===== src/sv/gf2_polynomial_alu_assert.svh =====
// Assertion macros used by the polynomial ALU top module.
`ifndef GF2_POLYNOMIAL_ALU_ASSERT_SVH
`define GF2_POLYNOMIAL_ALU_ASSERT_SVH

`ifndef SYNTH
// Antecedent implies consequent in the same cycle.
`define GPA_ASSERT_SAME(lbl, clk, rst, ante, cons) \
  lbl: assert property (@(posedge clk) disable iff (rst) (ante) |-> (cons)) \
    else $error("gpa assertion failed");
// Antecedent implies consequent in the next cycle.
`define GPA_ASSERT_NEXT(lbl, clk, rst, ante, cons) \
  lbl: assert property (@(posedge clk) disable iff (rst) (ante) |=> (cons)) \
    else $error("gpa assertion failed");
`else
`define GPA_ASSERT_SAME(lbl, clk, rst, ante, cons)
`define GPA_ASSERT_NEXT(lbl, clk, rst, ante, cons)
`endif

`endif


===== src/sv/gpa_pkg.sv =====
// Types and constants of the GF(2) polynomial ALU.
package gpa_pkg;

  // Coefficient positions of an operand that count
  localparam int OPERAND_BITS = 32;
  localparam int OPD_W        = 32;
  localparam int RES_W        = 64;
  localparam int SH_W         = 6;
  localparam int REQ_W        = 3;
  localparam int IDX_W        = (OPERAND_BITS > 1) ? $clog2(OPERAND_BITS) : 1;
  localparam int IN_DATA_W    = 72;
  localparam int OUT_DATA_W   = 72;

  // Request codes
  typedef enum logic [REQ_W-1:0] {
    OP_ADD = 3'd0,
    OP_MUL = 3'd1,
    OP_SHL = 3'd2,
    OP_REM = 3'd3,
    OP_EQ  = 3'd4,
    OP_LT  = 3'd5
  } op_t;

  // Step commands from the sequencer to the datapath
  typedef struct packed {
    logic load;
    logic mul_step;
    logic shl_step;
    logic norm_step;
    logic red_step;
  } ctrl_t;

  // Datapath status seen by the sequencer
  typedef struct packed {
    logic mul_end;
    logic cnt_one;
    logic cnt_zero;
    logic top_bit;
  } stat_t;

endpackage


===== src/sv/gpa_datapath.sv =====
// Operand registers and the shared shift/XOR unit of the polynomial ALU.
module gpa_datapath import gpa_pkg::*; (
  input  logic              clk,
  input  ctrl_t             ctrl,
  input  logic [REQ_W-1:0]  req_type,
  input  logic [OPD_W-1:0]  operand_a,
  input  logic [OPD_W-1:0]  operand_b,
  input  logic [SH_W-1:0]   shift_amount,
  output stat_t             stat,
  output logic [RES_W-1:0]  result_poly,
  output logic              compare_flag,
  output logic              error
);

  logic [REQ_W-1:0]        op;
  logic [RES_W-1:0]        acc;
  logic [RES_W-1:0]        opnd;
  logic [OPERAND_BITS-1:0] ctl;
  logic [SH_W-1:0]         cnt;
  logic [IDX_W-1:0]        idx;
  logic [RES_W-1:0]        a_trim;
  logic [RES_W-1:0]        b_trim;
  logic [RES_W-1:0]        acc_xor;

  assign a_trim  = RES_W'(operand_a[OPERAND_BITS-1:0]);
  assign b_trim  = RES_W'(operand_b[OPERAND_BITS-1:0]);
  // Shared unit: one conditional XOR of the shifted operand into the accumulator
  assign acc_xor = acc ^ opnd;

  // Load and iterate
  always_ff @(posedge clk) begin
    if (ctrl.load) begin
      op   <= req_type;
      acc  <= (req_type == OP_MUL) ? '0 : a_trim;
      opnd <= (req_type == OP_MUL || req_type == OP_SHL) ? a_trim : b_trim;
      ctl  <= operand_b[OPERAND_BITS-1:0];
      cnt  <= (req_type == OP_SHL) ? shift_amount : '0;
      idx  <= IDX_W'(OPERAND_BITS - 1);
    end else if (ctrl.mul_step) begin
      if (ctl[0]) begin
        acc <= acc_xor;
      end
      opnd <= opnd << 1;
      ctl  <= ctl >> 1;
      cnt  <= cnt + 1'b1;
    end else if (ctrl.shl_step) begin
      opnd <= opnd << 1;
      cnt  <= cnt - 1'b1;
    end else if (ctrl.norm_step) begin
      // align divisor top coefficient with the top operand position
      opnd <= opnd << 1;
      cnt  <= cnt + 1'b1;
    end else if (ctrl.red_step) begin
      if (acc[idx]) begin
        acc <= acc_xor;
      end
      opnd <= opnd >> 1;
      cnt  <= cnt - 1'b1;
      idx  <= idx - 1'b1;
    end
  end

  // Status
  assign stat.mul_end  = (cnt == SH_W'(OPERAND_BITS - 1));
  assign stat.cnt_one  = (cnt == SH_W'(1));
  assign stat.cnt_zero = (cnt == '0);
  assign stat.top_bit  = opnd[OPERAND_BITS-1];

  // Result selection
  always_comb begin
    result_poly  = '0;
    compare_flag = 1'b0;
    error        = 1'b0;
    case (op)
      OP_ADD: result_poly = acc_xor;
      OP_MUL: result_poly = acc;
      OP_SHL: result_poly = opnd;
      OP_REM: begin
        if (ctl == '0) begin
          error = 1'b1;
        end else begin
          result_poly = acc;
        end
      end
      OP_EQ:  compare_flag = (acc[OPERAND_BITS-1:0] == opnd[OPERAND_BITS-1:0]);
      OP_LT:  compare_flag = (acc[OPERAND_BITS-1:0] < opnd[OPERAND_BITS-1:0]);
      default: ;
    endcase
  end

endmodule


===== src/sv/gf2_polynomial_alu.sv =====
// Add, equal, less-than and remainder by a zero divisor go straight to the result; multiply
// steps through the bits of operand b; shift steps the operand left one position at a time
// (no steps when n is 0); remainder normalizes, then does one reduction per position.
// One request at a time: the next input transfer can come the cycle after the result is
// registered, and the result waits in the sequencer while the output is stalled.
// Synchronous active-high reset clears the sequencer and the output valid.
module gf2_polynomial_alu import gpa_pkg::*; (
  input  logic                  clk,
  input  logic                  rst,
  input  logic                  s_axis_tvalid,
  output logic                  s_axis_tready,
  // [31:0] operand_a, [63:32] operand_b, [69:64] shift_amount, [71:70] zero
  input  logic [IN_DATA_W-1:0]  s_axis_tdata,
  // [2:0] req_type
  input  logic [REQ_W-1:0]      s_axis_tuser,
  output logic                  m_axis_tvalid,
  input  logic                  m_axis_tready,
  // [63:0] result_poly, [64] compare_flag, [65] error, [71:66] zero
  output logic [OUT_DATA_W-1:0] m_axis_tdata
);

`include "gf2_polynomial_alu_assert.svh"

  typedef enum logic [5:0] {
    S_IDLE = 6'b000001,
    S_MUL  = 6'b000010,
    S_SHL  = 6'b000100,
    S_NORM = 6'b001000,
    S_RED  = 6'b010000,
    S_FIN  = 6'b100000
  } state_t;

  state_t             state;
  state_t             state_next;
  ctrl_t              ctrl;
  stat_t              stat;
  logic [OPD_W-1:0]   operand_a;
  logic [OPD_W-1:0]   operand_b;
  logic [SH_W-1:0]    shift_amount;
  logic [RES_W-1:0]   dp_poly;
  logic               dp_flag;
  logic               dp_err;
  logic [RES_W-1:0]   out_poly;
  logic               out_flag;
  logic               out_err;
  logic               in_xfer;
  logic               out_load;

  assign operand_a    = s_axis_tdata[OPD_W-1:0];
  assign operand_b    = s_axis_tdata[2*OPD_W-1:OPD_W];
  assign shift_amount = s_axis_tdata[2*OPD_W+SH_W-1:2*OPD_W];

  assign s_axis_tready = (state == S_IDLE);
  assign in_xfer       = s_axis_tvalid && s_axis_tready;
  assign out_load      = (state == S_FIN) && (!m_axis_tvalid || m_axis_tready);

  // Sequencer
  always_comb begin
    state_next = state;
    ctrl       = '0;
    unique case (state)
      S_IDLE: begin
        if (s_axis_tvalid) begin
          ctrl.load = 1'b1;
          case (s_axis_tuser)
            OP_MUL: state_next = S_MUL;
            OP_SHL: state_next = (shift_amount == '0) ? S_FIN : S_SHL;
            OP_REM: state_next = (operand_b[OPERAND_BITS-1:0] == '0) ? S_FIN : S_NORM;
            default: state_next = S_FIN;
          endcase
        end
      end
      S_MUL: begin
        ctrl.mul_step = 1'b1;
        if (stat.mul_end) begin
          state_next = S_FIN;
        end
      end
      S_SHL: begin
        ctrl.shl_step = 1'b1;
        if (stat.cnt_one) begin
          state_next = S_FIN;
        end
      end
      S_NORM: begin
        if (stat.top_bit) begin
          state_next = S_RED;
        end else begin
          ctrl.norm_step = 1'b1;
        end
      end
      S_RED: begin
        ctrl.red_step = 1'b1;
        if (stat.cnt_zero) begin
          state_next = S_FIN;
        end
      end
      S_FIN: begin
        if (out_load) begin
          state_next = S_IDLE;
        end
      end
      default: state_next = S_IDLE;
    endcase
  end

  always_ff @(posedge clk) begin
    if (rst) begin
      state <= S_IDLE;
    end else begin
      state <= state_next;
    end
  end

  gpa_datapath u_datapath (
    .clk          (clk),
    .ctrl         (ctrl),
    .req_type     (s_axis_tuser),
    .operand_a    (operand_a),
    .operand_b    (operand_b),
    .shift_amount (shift_amount),
    .stat         (stat),
    .result_poly  (dp_poly),
    .compare_flag (dp_flag),
    .error        (dp_err)
  );

  // Output register
  always_ff @(posedge clk) begin
    if (rst) begin
      m_axis_tvalid <= 1'b0;
    end else if (out_load) begin
      m_axis_tvalid <= 1'b1;
    end else if (m_axis_tready) begin
      m_axis_tvalid <= 1'b0;
    end
  end

  always_ff @(posedge clk) begin
    if (out_load) begin
      out_poly <= dp_poly;
      out_flag <= dp_flag;
      out_err  <= dp_err;
    end
  end

  assign m_axis_tdata = {(OUT_DATA_W-RES_W-2)'(0), out_err, out_flag, out_poly};

  // Checks
  `GPA_ASSERT_SAME(a_err_zero, clk, rst, m_axis_tvalid && out_err, out_poly == '0 && !out_flag)
  `GPA_ASSERT_SAME(a_flag_zero, clk, rst, m_axis_tvalid && out_flag, out_poly == '0 && !out_err)
  `GPA_ASSERT_NEXT(a_busy_after_xfer, clk, rst, in_xfer, !s_axis_tready)
  `GPA_ASSERT_NEXT(a_out_from_fin, clk, rst, out_load, m_axis_tvalid && s_axis_tready)

endmodule

===== config.mk =====
export PLATFORM = sky130hd
export DESIGN_NAME = gf2_polynomial_alu
export DESIGN_NICKNAME = d
export VERILOG_FILES = /design/src/sv/gpa_pkg.sv /design/src/sv/gpa_datapath.sv /design/src/sv/gf2_polynomial_alu.sv
export VERILOG_INCLUDE_DIRS = /design/src /design/src/sv
export SDC_FILE = /design/constraint.sdc
export NUM_CORES = 1
export LEC_CHECK = 0
export BUFFER_PORTS_ARGS = -buffer_cell sky130_fd_sc_hd__buf_2
export CORE_AREA = 5 5 155 157
export DETAILED_ROUTE_END_ITERATION = 8
export DIE_AREA = 0 0 160 162
export PLACE_DENSITY = 0.86
export SETUP_SLACK_MARGIN = 0.3
export SLEW_MARGIN = 20
export SYNTH_ARGS = -nofsm -noshare
export SYNTH_HDL_FRONTEND = slang
export SYNTH_HIERARCHICAL = 1
export SYNTH_SLANG_ARGS = --single-unit
export TNS_END_PERCENT = 50

===== constraint.sdc =====
create_clock -name clk -period 6.8 [get_ports clk]
set_clock_uncertainty 0.15 [all_clocks]
set_input_delay 1.02 -clock clk [delete_from_list [all_inputs] [get_ports clk]]
set_output_delay 1.02 -clock clk [all_outputs]
set_load 0.02 [all_outputs]

==> flow_summary.json <==
{
  "finalPower_mw": 5.62,
  "tightest_slew_ns": 1.08,
  "slew_headroom_pct": 27.8,
  "drtIter0Drc": 1179,
  "power_frac_seq_pct": 46.3,
  "synth_edf_count": 235,
  "outcome": "complete, no violations",
  "drc": 0,
  "cp_data_required_time_ns": 6.81,
  "fill_cells": 1669,
  "antenna_left": 0,
  "numCtsBuffers": 26,
  "synth_cell_type_count": 60,
  "power.switching_mw": 1.93,
  "cp_top_family": "buffers and inverters",
  "antenna_found_initial": 2,
  "viasPerCell": 6.22,
  "crit_path_cell_trace": "nor4_1 > nand3b_1 > nor2_1 > nor3_2 > buf_4 > nand2_1 > o21ai_4 > buf_4",
  "power_density_mw_per_mm2": 383,
  "post_synth.cell_area_avg_um2": 10.6,
  "cts_hold_buf": 0,
  "yosysSeqAreaShare_pct": 55.9,
  "track_usage_pct": 24.3,
  "final_cell_mix": "edfxtp_1 (235), nand2_1 (229), buf_2 (144), o21ai_0 (109), nor2_1 (97)",
  "p_leak_nw": 5.61,
  "max_freq_mhz": 233,
  "dp_cells": 1596,
  "pre_cts_ws_ns": 2.57,
  "cts_root_buf": "clkbuf_16",
  "cts_setup_buffers": 0,
  "synth_ff_type": "edfxtp_1",
  "clk_pin_slew_ns": 0.06,
  "start_kind": "flop",
  "dieArea_mm2": 0.0259,
  "final_common_cell": "edfxtp_1",
  "vias": 10200,
  "setup_ws_ns": 2.51,
  "clockPowerShare_pct": 22.7,
  "die_y_um": 162,
  "clkLatencyLatePin_ns": 0.53,
  "cts_resized": 0,
  "grt_pass1_wl_um": 51700,
  "cp_num_buf_inv": 2,
  "synth_cells": 1237,
  "ys_warn_count": 6,
  "fin_tns_setup_ns": 0,
  "slew_viol_final": 0,
  "initial_core_util_pct": 58.4,
  "clockBufferDepth": 3,
  "final_hold_viol_count": 0,
  "core_area_mm2": 0.0224,
  "hold_class": "reg -> reg",
  "crit_type": "reg -> reg",
  "stdcell_count": 1642,
  "rsz0062_at_grt": "false",
  "drive_gt1_share_pct": 18.3,
  "ir_drop_mv": 0.210,
  "combPwrFrac_pct": 31.0,
  "maxCapViolations": 0,
  "cts_max_level": 1,
  "io_buffers": 144,
  "worstPathMaxFanout": 95,
  "antennaDiodeCount": 0,
  "endpoint_kind": "flop",
  "dr.pass1.iters": 5,
  "swShare_pct": 34.3,
  "setup_viol": 0,
  "grt_pass1_vias": 9875,
  "final_util_pct": 65.6,
  "rows": 55,
  "finalCritPeriodShare_pct": 63.1,
  "async_flop_share_pct": 0,
  "grt_max_degree": 211,
  "area_growth_pct": 12.4,
  "min_period_ns": 4.29,
  "slowest_stage": "o21ai_4",
  "ios": 153,
  "yosys_register_bits": 247,
  "power.internal_mw": 3.69,
  "cts_tree": "built",
  "hpwl_um": 21500,
  "critPathMostFrequentCell": "buf_4",
  "max_stage_delay_ns": 0.85,
  "cp.arrival_ns": 4.30,
  "totalWireLength_um": 32200,
  "fp.dieW_um": 160,
  "grt_overflow": 0,
  "gp_routability_congestion": 0.977,
  "synth_area_mm2": 0.0131,
  "nNetsFinal": 1455,
  "cts.sinks": 247,
  "wl_per_cell_um": 19.6
}
[flip-flops by register name, indices dropped and copies added (netlist names), 3 cells and up]
name,flops
u_datapath/idx,5
u_datapath/acc,64
u_datapath/ctl,32
u_datapath/op,3
u_datapath/cnt,6
u_datapath/opnd,64
state,6
out_poly,64
[cells by family (layout without fill, tap and decap cells)]
group                    count (synthesis)  after routing  share of synthesized area [%]
AND/OR/NAND/NOR                        429            429                           14.5
AO/OA/AOI/OAI                          308            308                           14.5
flip-flops                             247            247                           55.9
buffers and inverters                  128            243                           4.16
multiplexers                            44             44                           4.53
XOR/XNOR                                43             43                           2.88
adder cells (fa/ha/maj)                 37             37                           3.54
other                                    1              6                         0.0287
[area by class of cell]
cell class,instances,area (um^2),share of cell area (%)
clock inverter,13,58.8,0.401
inverter,42,158,1.07
clock buffer,33,698,4.76
timing repair buffer,155,816,5.56
tap,285,357,2.43
multi-input combinational,867,5300,36.1
sequential,247,7300,49.7
[power groups by stage]
stage          Combinational [mW]  Sequential, mW  Clock (mW)
6_report                     1.74            2.60        1.27
5_1_grt                      1.93            2.64        1.37
4_1_cts                      1.72            2.59        1.30
3_5_place_dp                 1.71            2.62           0
3_3_place_gp                 1.63            2.59           0
2_1_floorplan                1.25            2.58           0
[synth_stat cells, types with 2 or more instances]
library cell / n / area (um^2)
a211oi_1: 4 / 30.0
buf_4: 12 / 90.1
and3_1: 3 / 18.8
mux2i_1: 4 / 40.0
nand3b_1: 2 / 15.0
a31oi_1: 31 / 194
ha_1: 37 / 463
nand2_1: 229 / 860
mux2_2: 31 / 349
xor2_1: 6 / 52.6
a22o_1: 31 / 272
a21oi_1: 49 / 245
a221oi_1: 8 / 70.1
buf_2: 8 / 40.0
nor4bb_1: 2 / 20.0
nor2_1: 98 / 368
or2_2: 2 / 12.5
and2_1: 3 / 18.8
or3_1: 4 / 25.0
o211ai_1: 2 / 15.0
nand3_1: 8 / 40.0
nor3_1: 15 / 75.1
mux4_2: 9 / 203
a2bb2oi_1: 2 / 17.5
nor2b_1: 5 / 31.3
inv_1: 42 / 158
o21ai_0: 109 / 546
clkbuf_1: 57 / 214
buf_1: 8 / 30.0
xnor2_1: 37 / 324
a21o_1: 4 / 30.0
o21ai_1: 32 / 160
and3b_2: 3 / 30.0
a22oi_1: 3 / 22.5
o31ai_1: 3 / 22.5
nor4b_1: 2 / 17.5
nand2b_1: 9 / 56.3
nor3b_1: 7 / 52.6
edfxtp_1: 235 / 7060
dfxtp_1: 12 / 240
nor4_1: 20 / 125
o221ai_1: 22 / 193
nand4_1: 10 / 62.6
[per-stage QoR]
| step | cell area [um^2] | hold WS (ns) |
|---|---|---|
| 2_1_floorplan | 13100 | 0.341 |
| 3_3_place_gp | 13900 | 0.357 |
| 3_5_place_dp | 13900 | 0.367 |
| 4_1_cts | 14700 | 0.376 |
| 5_1_grt | 14700 | 0.417 |
| 6_report | 14700 | 0.375 |
[routing by layer]
metal  vias up  GRT usage, %  part of all wire [%]
li1       4739             -                     -
met3        74          4.11                   9.4
met5         -             0                  0.12
met4         4          7.70                   2.8
met2       558          40.2                    48
met1      4833          33.3                    40
[worst min-delay path, cell delays in order, from the launching register on]
cell,delay [ns]
dfxtp_1,0.33
nand2b_1,0.09
a21oi_1,0.06
[worst paths after layout]
path,startpoint,to,slack (ns),cells past startpoint
hold / removal,m_axis_tvalid,m_axis_tvalid,0.38,2
setup / recovery,state[5],u_datapath/acc[26],2.51,8
hold reg to reg,m_axis_tvalid,m_axis_tvalid,0.38,2
setup reg to reg,state[5],u_datapath/acc[26],2.51,8
Power figures use the tool's default switching activity.
